===== src/hw/rtl/cfj_pkg.sv =====
`timescale 1ns / 1ps

package cfj_pkg;

   // Byte codes the scanner reacts to
   localparam logic [7:0] CH_NUL    = 8'h00;
   localparam logic [7:0] CH_HASH   = 8'h23;
   localparam logic [7:0] CH_BSLASH = 8'h5c;
   localparam logic [7:0] CH_DQUOTE = 8'h22;
   localparam logic [7:0] CH_SQUOTE = 8'h27;
   localparam logic [7:0] CH_CR     = 8'h0d;
   localparam logic [7:0] CH_LF     = 8'h0a;
   localparam logic [7:0] CH_TAB    = 8'h09;
   localparam logic [7:0] CH_SPACE  = 8'h20;

   // Quote kinds
   localparam logic [1:0] QK_NONE   = 2'd0;
   localparam logic [1:0] QK_DOUBLE = 2'd1;
   localparam logic [1:0] QK_SINGLE = 2'd2;

   // Configuration register indexes
   localparam logic CSR_DROP_CR      = 1'b0;
   localparam logic CSR_SINGLE_QUOTE = 1'b1;

   // One result item
   typedef struct packed {
      logic       last;
      logic       line_end;
      logic       has_char;
      logic [7:0] ch;
   } rsp_type;

   // Results of one accepted byte, handed from scanner to output queue
   typedef struct packed {
      logic [1:0] count;
      rsp_type    slot1;
      rsp_type    slot0;
   } push_type;

   // Outcome of one byte inside a line or at line start
   typedef struct packed {
      logic [1:0] qk;
      logic       bs;
      logic       to_comment;
      logic       to_pending;
      logic       to_lead_comment;
      logic       to_line;
      logic [1:0] n;
      logic [7:0] c0;
      logic [7:0] c1;
   } lb_type;

   function automatic lb_type line_byte(input logic [7:0] c, input logic [1:0] qk,
                                        input logic bs, input logic icr,
                                        input logic sq_en);
      lb_type r;
      logic   q;
      logic   qmatch;
      r        = '0;
      r.qk     = qk;
      r.bs     = bs;
      q        = (qk != QK_NONE);
      qmatch   = ((qk == QK_DOUBLE) && (c == CH_DQUOTE)) ||
                 ((qk == QK_SINGLE) && (c == CH_SQUOTE));
      if (bs) begin
         // pending escape: resolve it with this byte
         r.bs = 1'b0;
         if (c == CH_HASH) begin
            if (q) begin
               r.n  = 2'd2;
               r.c0 = CH_BSLASH;
               r.c1 = CH_HASH;
            end else begin
               r.n  = 2'd1;
               r.c0 = CH_HASH;
            end
         end else if (c == CH_CR) begin
            if (!icr) begin
               r.n  = 2'd2;
               r.c0 = CH_BSLASH;
               r.c1 = c;
            end
         end else if (c != CH_LF) begin
            r.n  = 2'd2;
            r.c0 = CH_BSLASH;
            r.c1 = c;
         end
      end else if (qmatch) begin
         r.qk = QK_NONE;
         r.n  = 2'd1;
         r.c0 = c;
      end else begin
         case (c)
            CH_HASH: begin
               if (q) begin
                  r.n  = 2'd1;
                  r.c0 = c;
               end else begin
                  r.to_comment = 1'b1;
               end
            end
            CH_CR: begin
               if (q || !icr) begin
                  r.n  = 2'd1;
                  r.c0 = c;
               end
            end
            CH_LF: begin
               if (q) begin
                  r.n  = 2'd1;
                  r.c0 = c;
               end else begin
                  r.to_pending = 1'b1;
               end
            end
            CH_DQUOTE: begin
               if (!q) r.qk = QK_DOUBLE;
               r.n  = 2'd1;
               r.c0 = c;
            end
            CH_SQUOTE: begin
               if (sq_en && !q) r.qk = QK_SINGLE;
               r.n  = 2'd1;
               r.c0 = c;
            end
            CH_BSLASH: begin
               r.bs = 1'b1;
            end
            default: begin
               r.n  = 2'd1;
               r.c0 = c;
            end
         endcase
      end
      return r;
   endfunction

   function automatic lb_type lead_byte(input logic [7:0] c, input logic [1:0] qk,
                                        input logic bs, input logic icr,
                                        input logic sq_en);
      lb_type r;
      r    = '0;
      r.qk = qk;
      r.bs = bs;
      if ((c == CH_SPACE) || (c == CH_TAB) || (c == CH_LF) || (icr && (c == CH_CR))) begin
         r.n = 2'd0;
      end else if (c == CH_HASH) begin
         r.to_lead_comment = 1'b1;
      end else begin
         r         = line_byte(c, QK_NONE, 1'b0, icr, sq_en);
         r.to_line = 1'b1;
      end
      return r;
   endfunction

endpackage


===== src/hw/rtl/config_line_joiner.sv =====
`timescale 1ns / 1ps

// Channel  Direction  tdata            tuser                      tlast
// req_     in         ch[7:0]          -                          -
// rsp_     out        out_char[7:0]    has_char[0], line_end[1]   last_of_run
// csr_     in         csr_data = value, csr_index = register (0 drop CR, 1 single quote)
//
// One byte is taken per cycle while req_tready is high; each byte yields zero, one or two
// result items. The scanner updates its mode registers at the accept edge and drops its
// results into a three-entry output queue; req_tready is high while the queue holds at
// most one item, so single-result bytes stream at one per cycle while the sink takes
// every item. Synchronous active-high reset clears the mode, the queue and both
// configuration bits. csr_ready is always high.

module config_line_joiner (
   input  logic       clock,
   input  logic       reset,
   // input bytes
   input  logic       req_tvalid,
   output logic       req_tready,
   input  logic [7:0] req_tdata,   // [7:0] ch
   // result items
   output logic       rsp_tvalid,
   input  logic       rsp_tready,
   output logic [7:0] rsp_tdata,   // [7:0] out_char
   output logic [1:0] rsp_tuser,   // [0] has_char, [1] line_end
   output logic       rsp_tlast,   // last_of_run
   // configuration writes
   input  logic       csr_valid,
   output logic       csr_ready,
   input  logic       csr_index,
   input  logic       csr_data
);

   logic              drop_cr_ff;
   logic              single_quote_ff;
   logic              room;
   logic              accept;
   cfj_pkg::push_type push;
   cfj_pkg::rsp_type  head;

   assign csr_ready  = 1'b1;
   assign req_tready = room;
   assign accept     = req_tvalid && room;

   // hold configuration; the user must make writes only while the block is idle, unenforced here
   always_ff @(posedge clock) begin
      if (reset) begin
         drop_cr_ff      <= 1'b0;
         single_quote_ff <= 1'b0;
      end else if (csr_valid && csr_ready) begin
         case (csr_index)
            cfj_pkg::CSR_DROP_CR:      drop_cr_ff      <= csr_data;
            cfj_pkg::CSR_SINGLE_QUOTE: single_quote_ff <= csr_data;
            default: ;
         endcase
      end
   end

   // decode one byte against the current mode, advance the mode on accept
   cfj_scan u_scan (
      .clock               (clock),
      .reset               (reset),
      .accept              (accept),
      .ch                  (req_tdata),
      .drop_cr             (drop_cr_ff),
      .single_quote_enable (single_quote_ff),
      .push                (push)
   );

   // buffer results so input is taken while the queue holds at most one item, even if the sink stalls
   cfj_rsp_queue u_queue (
      .clock      (clock),
      .reset      (reset),
      .push       (push),
      .room       (room),
      .head_valid (rsp_tvalid),
      .head_ready (rsp_tready),
      .head       (head)
   );

   assign rsp_tdata = head.ch;
   assign rsp_tuser = {head.line_end, head.has_char};
   assign rsp_tlast = head.last;

endmodule


===== src/hw/rtl/cfj_scan.sv =====
`timescale 1ns / 1ps

module cfj_scan (
   input  logic              clock,
   input  logic              reset,
   input  logic              accept,
   input  logic [7:0]        ch,
   input  logic              drop_cr,
   input  logic              single_quote_enable,
   output cfj_pkg::push_type push
);

   typedef enum logic [2:0] {
      MODE_LEAD         = 3'd0,
      MODE_LEAD_COMMENT = 3'd1,
      MODE_LINE         = 3'd2,
      MODE_COMMENT      = 3'd3,
      MODE_PENDING      = 3'd4
   } mode_type;

   mode_type        mode_ff, mode_in;
   logic [1:0]      qk_ff, qk_in;
   logic            bs_ff, bs_in;
   logic            ne_ff, ne_in;

   cfj_pkg::lb_type  lb;
   cfj_pkg::rsp_type slot [2];
   logic             pre_end, post_end, ne_clear, use_lb, ne_tmp;
   logic [1:0]       k;
   mode_type         base_mode;

   always_comb begin
      mode_in   = mode_ff;
      qk_in     = qk_ff;
      bs_in     = bs_ff;
      lb        = '0;
      use_lb    = 1'b0;
      pre_end   = 1'b0;
      post_end  = 1'b0;
      ne_clear  = 1'b0;
      base_mode = mode_ff;

      if (ch == cfj_pkg::CH_NUL) begin
         // end of text: flush a dangling backslash, close the line, clear all
         if ((mode_ff == MODE_LINE) && bs_ff) begin
            lb.n  = 2'd1;
            lb.c0 = cfj_pkg::CH_BSLASH;
         end
         post_end = 1'b1;
         mode_in  = MODE_LEAD;
         qk_in    = cfj_pkg::QK_NONE;
         bs_in    = 1'b0;
      end else begin
         case (mode_ff)
            MODE_LEAD_COMMENT: begin
               if (ch == cfj_pkg::CH_LF) mode_in = MODE_LEAD;
            end
            MODE_LINE: begin
               lb        = cfj_pkg::line_byte(ch, qk_ff, bs_ff, drop_cr, single_quote_enable);
               use_lb    = 1'b1;
               base_mode = MODE_LINE;
            end
            MODE_COMMENT: begin
               if (ch == cfj_pkg::CH_LF) begin
                  if (bs_ff) begin
                     bs_in   = 1'b0;
                     mode_in = MODE_LINE;
                  end else begin
                     pre_end = 1'b1;
                     mode_in = MODE_LEAD;
                     qk_in   = cfj_pkg::QK_NONE;
                  end
               end else begin
                  bs_in = (ch == cfj_pkg::CH_BSLASH);
               end
            end
            MODE_PENDING: begin
               if ((ch == cfj_pkg::CH_SPACE) || (ch == cfj_pkg::CH_TAB)) begin
                  mode_in = MODE_LINE;
                  lb.n    = 2'd1;
                  lb.c0   = ch;
               end else begin
                  pre_end   = 1'b1;
                  lb        = cfj_pkg::lead_byte(ch, cfj_pkg::QK_NONE, 1'b0, drop_cr,
                                                 single_quote_enable);
                  use_lb    = 1'b1;
                  base_mode = MODE_LEAD;
               end
            end
            MODE_LEAD: begin
               lb        = cfj_pkg::lead_byte(ch, qk_ff, bs_ff, drop_cr, single_quote_enable);
               use_lb    = 1'b1;
               base_mode = MODE_LEAD;
            end
            default: begin
               ne_clear  = 1'b1;
               lb        = cfj_pkg::lead_byte(ch, cfj_pkg::QK_NONE, 1'b0, drop_cr,
                                              single_quote_enable);
               use_lb    = 1'b1;
               base_mode = MODE_LEAD;
            end
         endcase
      end

      if (use_lb) begin
         qk_in = lb.qk;
         bs_in = lb.bs;
         if (lb.to_comment)           mode_in = MODE_COMMENT;
         else if (lb.to_pending)      mode_in = MODE_PENDING;
         else if (lb.to_lead_comment) mode_in = MODE_LEAD_COMMENT;
         else if (lb.to_line)         mode_in = MODE_LINE;
         else                         mode_in = base_mode;
      end

      // assemble results: optional close, up to two bytes, optional close
      slot[0] = '0;
      slot[1] = '0;
      k       = 2'd0;
      ne_tmp  = ne_clear ? 1'b0 : ne_ff;
      if (pre_end) begin
         if (ne_tmp && (k < 2'd2)) begin
            slot[k[0]].line_end = 1'b1;
            k = k + 2'd1;
         end
         ne_tmp = 1'b0;
      end
      for (int j = 0; j < 2; j++) begin
         if ((2'(j) < lb.n) && (k < 2'd2)) begin
            slot[k[0]].has_char = 1'b1;
            slot[k[0]].ch       = (j == 0) ? lb.c0 : lb.c1;
            k      = k + 2'd1;
            ne_tmp = 1'b1;
         end
      end
      if (post_end) begin
         if (ne_tmp && (k < 2'd2)) begin
            slot[k[0]].line_end = 1'b1;
            k = k + 2'd1;
         end
         ne_tmp = 1'b0;
      end
      if (k != 2'd0) slot[k[0] ^ 1'b1].last = 1'b1;
      ne_in = ne_tmp;

      push.count = accept ? k : 2'd0;
      push.slot0 = slot[0];
      push.slot1 = slot[1];
   end

   always_ff @(posedge clock) begin
      if (reset) begin
         mode_ff <= MODE_LEAD;
         qk_ff   <= cfj_pkg::QK_NONE;
         bs_ff   <= 1'b0;
         ne_ff   <= 1'b0;
      end else if (accept) begin
         mode_ff <= mode_in;
         qk_ff   <= qk_in;
         bs_ff   <= bs_in;
         ne_ff   <= ne_in;
      end
   end

endmodule


===== src/hw/rtl/cfj_rsp_queue.sv =====
`timescale 1ns / 1ps

module cfj_rsp_queue (
   input  logic              clock,
   input  logic              reset,
   input  cfj_pkg::push_type push,
   output logic              room,
   output logic              head_valid,
   input  logic              head_ready,
   output cfj_pkg::rsp_type  head
);

   cfj_pkg::rsp_type entry_ff [3];
   cfj_pkg::rsp_type entry_in [3];
   logic [1:0]       count_ff, count_in;
   logic [1:0]       base;
   logic             pop;

   assign head_valid = (count_ff != 2'd0);
   assign head       = entry_ff[0];
   // room for two more results whatever the sink does
   assign room       = !count_ff[1];
   assign pop        = head_valid && head_ready;

   always_comb begin
      base = count_ff - {1'b0, pop};
      for (int i = 0; i < 3; i++) begin
         if (pop && (i < 2)) entry_in[i] = entry_ff[i + 1];
         else                entry_in[i] = entry_ff[i];
         if ((push.count != 2'd0) && (2'(i) == base))        entry_in[i] = push.slot0;
         if ((push.count == 2'd2) && (2'(i) == base + 2'd1)) entry_in[i] = push.slot1;
      end
      count_in = base + push.count;
   end

   always_ff @(posedge clock) begin
      if (reset) begin
         count_ff <= 2'd0;
      end else begin
         count_ff <= count_in;
      end
      for (int i = 0; i < 3; i++) entry_ff[i] <= entry_in[i];
   end

endmodule


===== config.mk =====
export PLATFORM = sky130hd
export DESIGN_NAME = config_line_joiner
export DESIGN_NICKNAME = d
export VERILOG_FILES = /design/src/hw/rtl/cfj_pkg.sv /design/src/hw/rtl/config_line_joiner.sv /design/src/hw/rtl/cfj_scan.sv /design/src/hw/rtl/cfj_rsp_queue.sv
export SDC_FILE = /design/constraint.sdc
export NUM_CORES = 1
export LEC_CHECK = 0
export BUFFER_PORTS_ARGS = -buffer_cell sky130_fd_sc_hd__buf_2
export CAP_MARGIN = 10
export CORE_MARGIN = 2
export CORE_UTILIZATION = 60
export DETAILED_ROUTE_END_ITERATION = 6
export PLACE_DENSITY = 0.8
export SLEW_MARGIN = 5
export SYNTH_ARGS = -nofsm -noshare
export SYNTH_HDL_FRONTEND = slang
export SYNTH_SLANG_ARGS = --single-unit

===== constraint.sdc =====
create_clock -name clock -period 7 [get_ports clock]
set_input_delay 0.7 -clock clock [delete_from_list [all_inputs] [get_ports clock]]
set_output_delay 0.7 -clock clock [all_outputs]
set_load 0.02 [all_outputs]

==> metrics.md, run 1 <==
| Metric | Value |
|---|---|
| MaxCap Viol Count | `0` |
| Register area | `1210 um2` |
| Hold Crit Class | `flop to flop` |
| Core area | `5440 um2` |
| DRC Markers | `0` |
| Status | `completed` |
| Final hold viol count | `0` |
| Synth Warn # | `0` |
| Leak Pwr | `1.31 nW` |
| CP max FO | `15` |
| Slowest cell on crit path | `nor3b_1` |
| Synth async-reset ratio | `0%` |
| Clock Pin Slew Worst Setup and Hold Paths | `90 ps` |
| Fin Clk Skew | `8.09 ps` |
| Detail Route Antenna Nets | `0` |
| Post-synth top flop | `edfxtp_1` |
| Root Driver | `clkbuf_8` |
| Final core utilization | `64.6%` |
| DP Wirelength | `6.12 mm` |
| Pwr Total | `0.00106 W` |
| Final max-slew violation count | `0` |
| EDFF count, synth | `33` |
| CTS tree | `built` |
| Flop-to-flop setup slack | `1640 ps` |
| Required time worst endpoint | `6950 ps` |
| CP peak stage delay | `710 ps` |
| Sequential area share after synthesis | `36.1%` |
| # IOs | `29` |
| Gpl congestion | `0.908` |
| Die ar. | `6200 um2` |
| WS Path Type | `flop to flop` |
| Post-Synthesis Cells | `389` |
| Net Count, Synth | `412` |
| Fraction of layout cells with a size suffix above 1 | `15.5%` |
| Worst Path Arrival | `5310 ps` |
| Tot GR Track Use | `26.4%` |
| Worst slew pin tran | `900 ps` |
| Reg2Reg Depth | `14` |
| Final net count | `416` |
| Effective utilization at floorplan | `61.7%` |
| Die W | `78.8 um` |
| Vias in the first global route | `2747` |
| Most used cell, CP | `ha_1` |
| Slew HR | `39.2%` |
| Reg-to-Reg End | `u_queue.entry_ff[0][13]$_DFFE_PP_` |
| Footprint of the multi-input gates | `1900 um2` |
| Fin crit period | `5360 ps` |
| Post CTS Setup Buffer Count | `0` |
| Power Density | `303 nW/um2` |
| Largest net degree at the start of global routing | `17` |
| First-pass GRT wire length | `13.1 mm` |
| RSZ-0062 raised after global routing | `false` |
| Total Neg Setup Slack | `0 ps` |
| Synth-to-Final Area Change | `4.66%` |
| H-tree levels | `2` |
| Total gr overflow | `0` |
| Cell Area, Synth | `3350 um2` |
| Via density | `6.45` |
| Die Ht | `78.8 um` |
| Total number of vias | `3007` |
| Cts repair resizes | `0` |
| Drt initial violations | `272` |
| Fill count | `465` |
| Worst Hold Launch | `single_quote_ff$_SDFFE_PP0P_` |
| Clock sinks | `44` |
| Clock Path Buffers | `2` |
| Library cells used by synthesis | `74` |
| IO buf count | `27` |
| Fmax | `0.186 GHz` |
| Crit path cell chain | `nor3b_1 > nor2b_1 > o311ai_0 > and2_1 > a21oi_1 > inv_1 > ha_1 > xnor2_1 > ha_1 > nor2_1 > a31o_2 > a21boi_2 > a31oi_1 > nand2_1` |
| WL/cell | `17.1 um` |
| Worst-skew pair later-pin latency | `300 ps` |
| Initial antenna violation count | `0` |
| Element type at the critical path end | `flop` |
| Final wirelength | `7.98 mm` |
| Cts bufs inserted | `5` |
| Hold Path Stages | `2` |
| Flops & latches, synth | `44` |
| # diodes | `0` |
| R2r startpoint | `u_scan.mode_ff[2]$_SDFFE_PP0P_` |
| 1st-pass router iterations | `7` |
| Synthesized area per cell | `8.62 um2` |
| Final period utilization | `76.6%` |
| CTS Hold Bufs | `0` |
| Worst setup SP type | `flop` |
| Cell row count | `27` |
| Min-Delay Endpoint | `single_quote_ff$_SDFFE_PP0P_` |
| Worst vdd ir | `154 uV` |
| Finish-stage setup viols | `0` |
==> worst max-delay path: cells and delay by family, from the launching register on <==
kind,cells,cell delay (ps)
and+or+nand+nor,5,1880
AOI/OAI and AO/OA,5,1640
adders and majority gates,2,790
DFF,1,420
buffers and inverters,1,160
xor gates and xnor gates,1,130
==> final cells by class <==
cell class	count	share of cell area [%]
clock buffer	5	1.96
clock inverter	3	1.21
inverter	13	1.39
multi-input combinational	300	54.1
sequential	44	34.5
tap	72	2.57
timing repair buffer	29	4.28
==> routing by layer <==
metal | up-vias | track usage (%) | routed length [um]
li1 | 1453 | - | -
met1 | 1408 | 32.5 | 3370
met2 | 128 | 45.9 | 4020
met3 | 18 | 4.77 | 450
met4 | 0 | 10.0 | 144
met5 | - | 0 | 0
==> per-stage QoR <==
| stage | hold slack [ps] | setup slack, ps | std cells | cell area [um2] |
|---|---|---|---|---|
| floorplan | 449 | 1920 | 389 | 3350 |
| global placement | 465 | 1600 | 458 | 3400 |
| detailed placement | 466 | 1450 | 458 | 3400 |
| CTS | 479 | 1700 | 466 | 3510 |
| finish | 479 | 1640 | 466 | 3510 |
| global route | 503 | 1220 | 466 | 3510 |
==> registers in the layout (all words and copies together) (netlist names) <==
name	flops
u_scan.bs_ff	1
u_scan.ne_ff	1
u_scan.qk_ff	2
u_queue.entry_ff	33
u_queue.count_ff	2
drop_cr_ff	1
u_scan.mode_ff	3
single_quote_ff	1
==> power by group <==
| part | switching (W) | leakage, nW | internal, W | total (W) |
|---|---|---|---|---|
| logic | 0.000290 | 0.861 | 0.000156 | 0.000445 |
| registers | 0.0000251 | 0.397 | 0.000396 | 0.000421 |
| clock network | 0.0000921 | 0.0558 | 0.000106 | 0.000198 |
==> synth_stat cells, drive strengths merged (8+ instances only) <==
cell    number  area, um2
nand2       46        175
o21ai       39        195
nor2        36        140
edfxtp      33        991
buf         26        173
a21oi       19       98.9
inv         13       48.8
a31oi       12       81.3
dfxtp       11        220
nor3        11       55.1
nand3       10       50.1
o22ai       10       75.1
or2          9       56.3
ha           8        100
==> worst max-delay path by stage <==
stage | startpoint | to | slack, ps | cells past startpoint
2_1_floorplan | req_tdata[0] | u_queue.entry_ff[0][22]$_DFFE_PP_ | 1920 | 19
3_3_place_gp | req_tdata[1] | u_queue.entry_ff[0][23]$_DFFE_PP_ | 1600 | 17
3_5_place_dp | req_tdata[1] | u_queue.entry_ff[0][11]$_DFFE_PP_ | 1450 | 16
4_1_cts | u_scan.mode_ff[2]$_SDFFE_PP0P_ | u_queue.entry_ff[0][13]$_DFFE_PP_ | 1700 | 14
5_1_grt | req_tdata[1] | u_queue.entry_ff[0][30]$_DFFE_PP_ | 1220 | 17
6_report | u_scan.mode_ff[2]$_SDFFE_PP0P_ | u_queue.entry_ff[0][13]$_DFFE_PP_ | 1640 | 14
==> layout by cell type (no fill, tap or decap), types with 5 or more instances in the layout <==
cell       n
a22o_1     5
nand3_1   10
nor2_1    34
o31ai_1    5
o21ai_1   14
buf_2     27
o21ai_0   25
clkbuf_8   5
inv_1     12
dfxtp_1   11
or2_1      5
nor3_1    11
a22oi_1    7
a31oi_1   11
edfxtp_1  33
ha_1       8
o22ai_1    8
nor2b_1    5
o211ai_1   7
a21oi_1   18
nand2_1   45
and3_1     7
==> logic make-up after synthesis <==
| group | synth area share, % |
|---|---|
| AND/OR/NAND/NOR | 23.9 |
| AO/OA/AOI/OAI | 26.4 |
| buffers and inverters | 7.27 |
| flip-flops | 36.1 |
| adder cells (fa/ha/maj) | 2.98 |
| multiplexers | 2.46 |
| XOR/XNOR | 0.783 |
| other | 0.112 |
Note: power is estimated with default switching activity, not from simulation.
==> run 2, diff against run 1 <==
--- a/config.mk
+++ b/config.mk
@@ -8,9 +8,9 @@
 export BUFFER_PORTS_ARGS = -buffer_cell sky130_fd_sc_hd__buf_2
 export CAP_MARGIN = 10
 export CORE_MARGIN = 2
-export CORE_UTILIZATION = 60
+export CORE_UTILIZATION = 55
 export DETAILED_ROUTE_END_ITERATION = 6
-export PLACE_DENSITY = 0.8
+export PLACE_DENSITY = 0.77
 export SLEW_MARGIN = 5
 export SYNTH_ARGS = -nofsm -noshare
 export SYNTH_HDL_FRONTEND = slang
==> constraint.sdc (replaced) <==
create_clock -name clock -period 4.55 [get_ports clock]
set_input_delay 0.455 -clock clock [delete_from_list [all_inputs] [get_ports clock]]
set_output_delay 0.455 -clock clock [all_outputs]
set_load 0.02 [all_outputs]
==> run 2 against run 1 <==
Net effect: sequential power is 53% higher; sequential share of layout area decreased by 1.3 points; global-route usage fell by 0.88 points; non-clock buffer count rose by 16; die area is 8.6% higher; count of clock-buffer cells in the layout unchanged; clock power grew 55%; critical endpoint is now u_queue.entry_ff[0][15]$_DFFE_PP_; final cell count grew 4.1%.
==> metrics.md, run 2 (same netlist as run 1, synthesis figures left out) <==
| Metric | Value |
|---|---|
| Clock sinks | `44 (unchanged)` |
| Cts bufs inserted | `5 (unchanged)` |
| RSZ-0062 raised after global routing | `false` |
| Worst vdd ir | `250 uV (+62%)` |
| Clock Path Buffers | `2 (unchanged)` |
| Largest regs | `u_queue.entry_ff: 33 flops, u_scan.mode_ff: 3 flops` |
| Clock Pin Slew Worst Setup and Hold Paths | `90 ps (about the same)` |
| CP peak stage delay | `510 ps (-200 ps)` |
| Die W | `82.1 um (+4.2%)` |
| Element type at the critical path end | `flop` |
| MaxCap Viol Count | `0 (unchanged)` |
| Total gr overflow | `0 (unchanged)` |
| R2r startpoint | `drop_cr_ff$_SDFFE_PP0P_` |
| DP Wirelength | `6.25 mm (+2.1%)` |
| Power Density | `462 nW/um2 (+52%)` |
| Fill count | `536 (+15%)` |
| Reg2Reg Depth | `15 (+1)` |
| Comb pwr share | `43.7% (+1.9 points)` |
| CTS tree | `built` |
| H-tree levels | `2 (unchanged)` |
| Worst Path Arrival | `4330 ps (-980 ps)` |
| Die Ht | `82.1 um (+4.2%)` |
| # IOs | `29 (unchanged)` |
| Gpl congestion | `0.919 (+1.1%)` |
| Hold Crit Class | `primary input to flop` |
| Detail Route Antenna Nets | `0 (unchanged)` |
| Fraction of layout cells with a size suffix above 1 | `19.8% (+4.3 points)` |
| Finish-stage setup viols | `0 (unchanged)` |
| Largest net degree at the start of global routing | `16 (-1)` |
| Final max-slew violation count | `0 (unchanged)` |
| Post CTS Setup Buffer Count | `0 (unchanged)` |
| Final wirelength | `8.02 mm (+0.50%)` |
| Fin crit period | `4260 ps` |
| Final hold viol count | `0 (unchanged)` |
| Reg power frac | `38.2% (-1.4 points)` |
| Worst Hold Launch | `csr_data` |
| Vias in the first global route | `2902 (+5.6%)` |
| Highest-count cells in the layout ignoring fill and taps | `44 x nand2_1, 33 x nor2_1, 33 x edfxtp_1` |
| Die ar. | `6740 um2 (+8.6%)` |
| Post-Place Worst Slack | `-64.4 ps (-1510 ps)` |
| Max FFs per register | `33 (unchanged)` |
| Leak Pwr | `1.39 nW (+6.0%)` |
| Switching Fraction | `38.0% (-0.16 points)` |
| Net switching power | `0.000642 W (+58%)` |
| Most used cell, CP | `ha_1` |
| Status | `completed` |
| WL/cell | `16.5 um (-3.4%)` |
| Crit path cell chain | `buf_2 > or4b_1 > or2_1 > a22o_1 > o22ai_2 > and2_1 > a21oi_2 > inv_1 > ha_1 > xnor2_1 > ha_1 > nor2_1 > a31o_2 > nand3_1 > a31oi_1 > o21ai_1` |
| Slew HR | `48.6% (+9.4 points)` |
| Worst setup SP type | `primary input` |
| Footprint of the multi-input gates | `1920 um2 (+0.99%)` |
| DRC Markers | `0 (unchanged)` |
| Worst slew pin tran | `762 ps (-139 ps)` |
| WS Path Type | `primary input to flop` |
| Required time worst endpoint | `4610 ps (-2340 ps)` |
| Via density | `6.32 (-2.1%)` |
| Commonest non-fill, non-tap cell in the layout | `nand2_1` |
| Drt initial violations | `274 (+0.74%)` |
| Tot GR Track Use | `25.5% (-0.88 points)` |
| Core area | `5920 um2 (+8.9%)` |
| Effective utilization at floorplan | `56.7% (-5.0 points)` |
| # diodes | `0 (unchanged)` |
| Final core utilization | `61.7% (-2.8 points)` |
| IO buf count | `27 (unchanged)` |
| Total number of vias | `3063 (+1.9%)` |
| Worst-skew pair later-pin latency | `300 ps (about the same)` |
| Slowest cell on crit path | `or4b_1` |
| Synth-to-Final Area Change | `8.91%` |
| Root Driver | `clkbuf_8` |
| Final net count | `432 (+3.8%)` |
| 1st-pass router iterations | `5 (-2)` |
| CP max FO | `15 (unchanged)` |
| Cell row count | `28 (+3.7%)` |
| Internal | `0.00105 W (+59%)` |
| Register area | `1210 um2 (unchanged)` |
| Top reg by flops | `u_queue.entry_ff` |
| Final setup margin | `285 ps (-1350 ps)` |
| Worst setup startpoint | `req_tdata[2]` |
| Fmax | `0.234 GHz` |
| Clk pwr share | `18.1% (-0.5 points)` |
| Initial antenna violation count | `0 (unchanged)` |
| Hold Path Stages | `3 (+1)` |
| First-pass GRT wire length | `13.4 mm (+2.1%)` |
| Final period utilization | `93.7%` |
| Fin Clk Skew | `6.83 ps (-1.26 ps)` |
run 2: cell count changes in the layout (fill, tap and decap cells not counted), sizes merged:
cell and change:
buf +16
run 2: layer usage:
metal  wire [um]  up-vias  share of wire, %  track usage, %
met5           0        -                 0               0
met1        3370     1454                42            30.6
li1            -     1478                 -               -
met3         417       21               5.2            4.67
met2        4040      110                50            44.9
met4         191        0               2.4            10.5
run 2: critical path, delay by kind of cell:
kind | cells | cell delay, ps
AND/OR/NAND/NOR | 5 | 1520
AO/OA/AOI/OAI | 6 | 1250
adder cells (fa/ha/maj) | 2 | 530
buffers and inverters | 2 | 390
XOR/XNOR | 1 | 190
run 2: area by class of cell:
cell class,count,area share [%]
Tap cell,75,2.57
Clock inverter,3,1.16
Clock buffer,5,1.88
Timing Repair Buffer,45,7.40
Multi-Input combinational cell,300,52.5
Sequential cell,44,33.2
Inverter,13,1.34
run 2: worst paths after layout:
path	endpoint	slack, ps
max	u_queue.entry_ff[0][15]$_DFFE_PP_	290
min	drop_cr_ff$_SDFFE_PP0P_	420
max reg2reg	u_queue.entry_ff[0][15]$_DFFE_PP_	410
min reg2reg	single_quote_ff$_SDFFE_PP0P_	500
run 2: stage by stage:
stage          std cells  power (W)  area [um2]  setup TNS [ps]  hold WS (ps)
2_1_floorplan        389    0.00124        3360               0           449
3_3_place_gp         477    0.00136        3530               0           469
3_5_place_dp         477    0.00139        3530            -368           486
4_1_cts              485    0.00169        3640               0           412
5_1_grt              485    0.00180        3650               0           429
6_report             485    0.00169        3650               0           417
run 2: power groups by stage:
stage | Sequential [W] | Clock, W | Combinational (W)
after CTS | 0.000647 | 0.000313 | 0.000734
after floorplan | 0.000653 | 0 | 0.000586
after detailed placement | 0.000655 | 0 | 0.000731
after global placement | 0.000651 | 0 | 0.000710
after global routing | 0.000662 | 0.000322 | 0.000821
final | 0.000645 | 0.000306 | 0.000737
run 2: timing repair:
item,CTS,global route
resized for setup,0,2
hold buffers,0,0
setup endpoints to repair,0,20
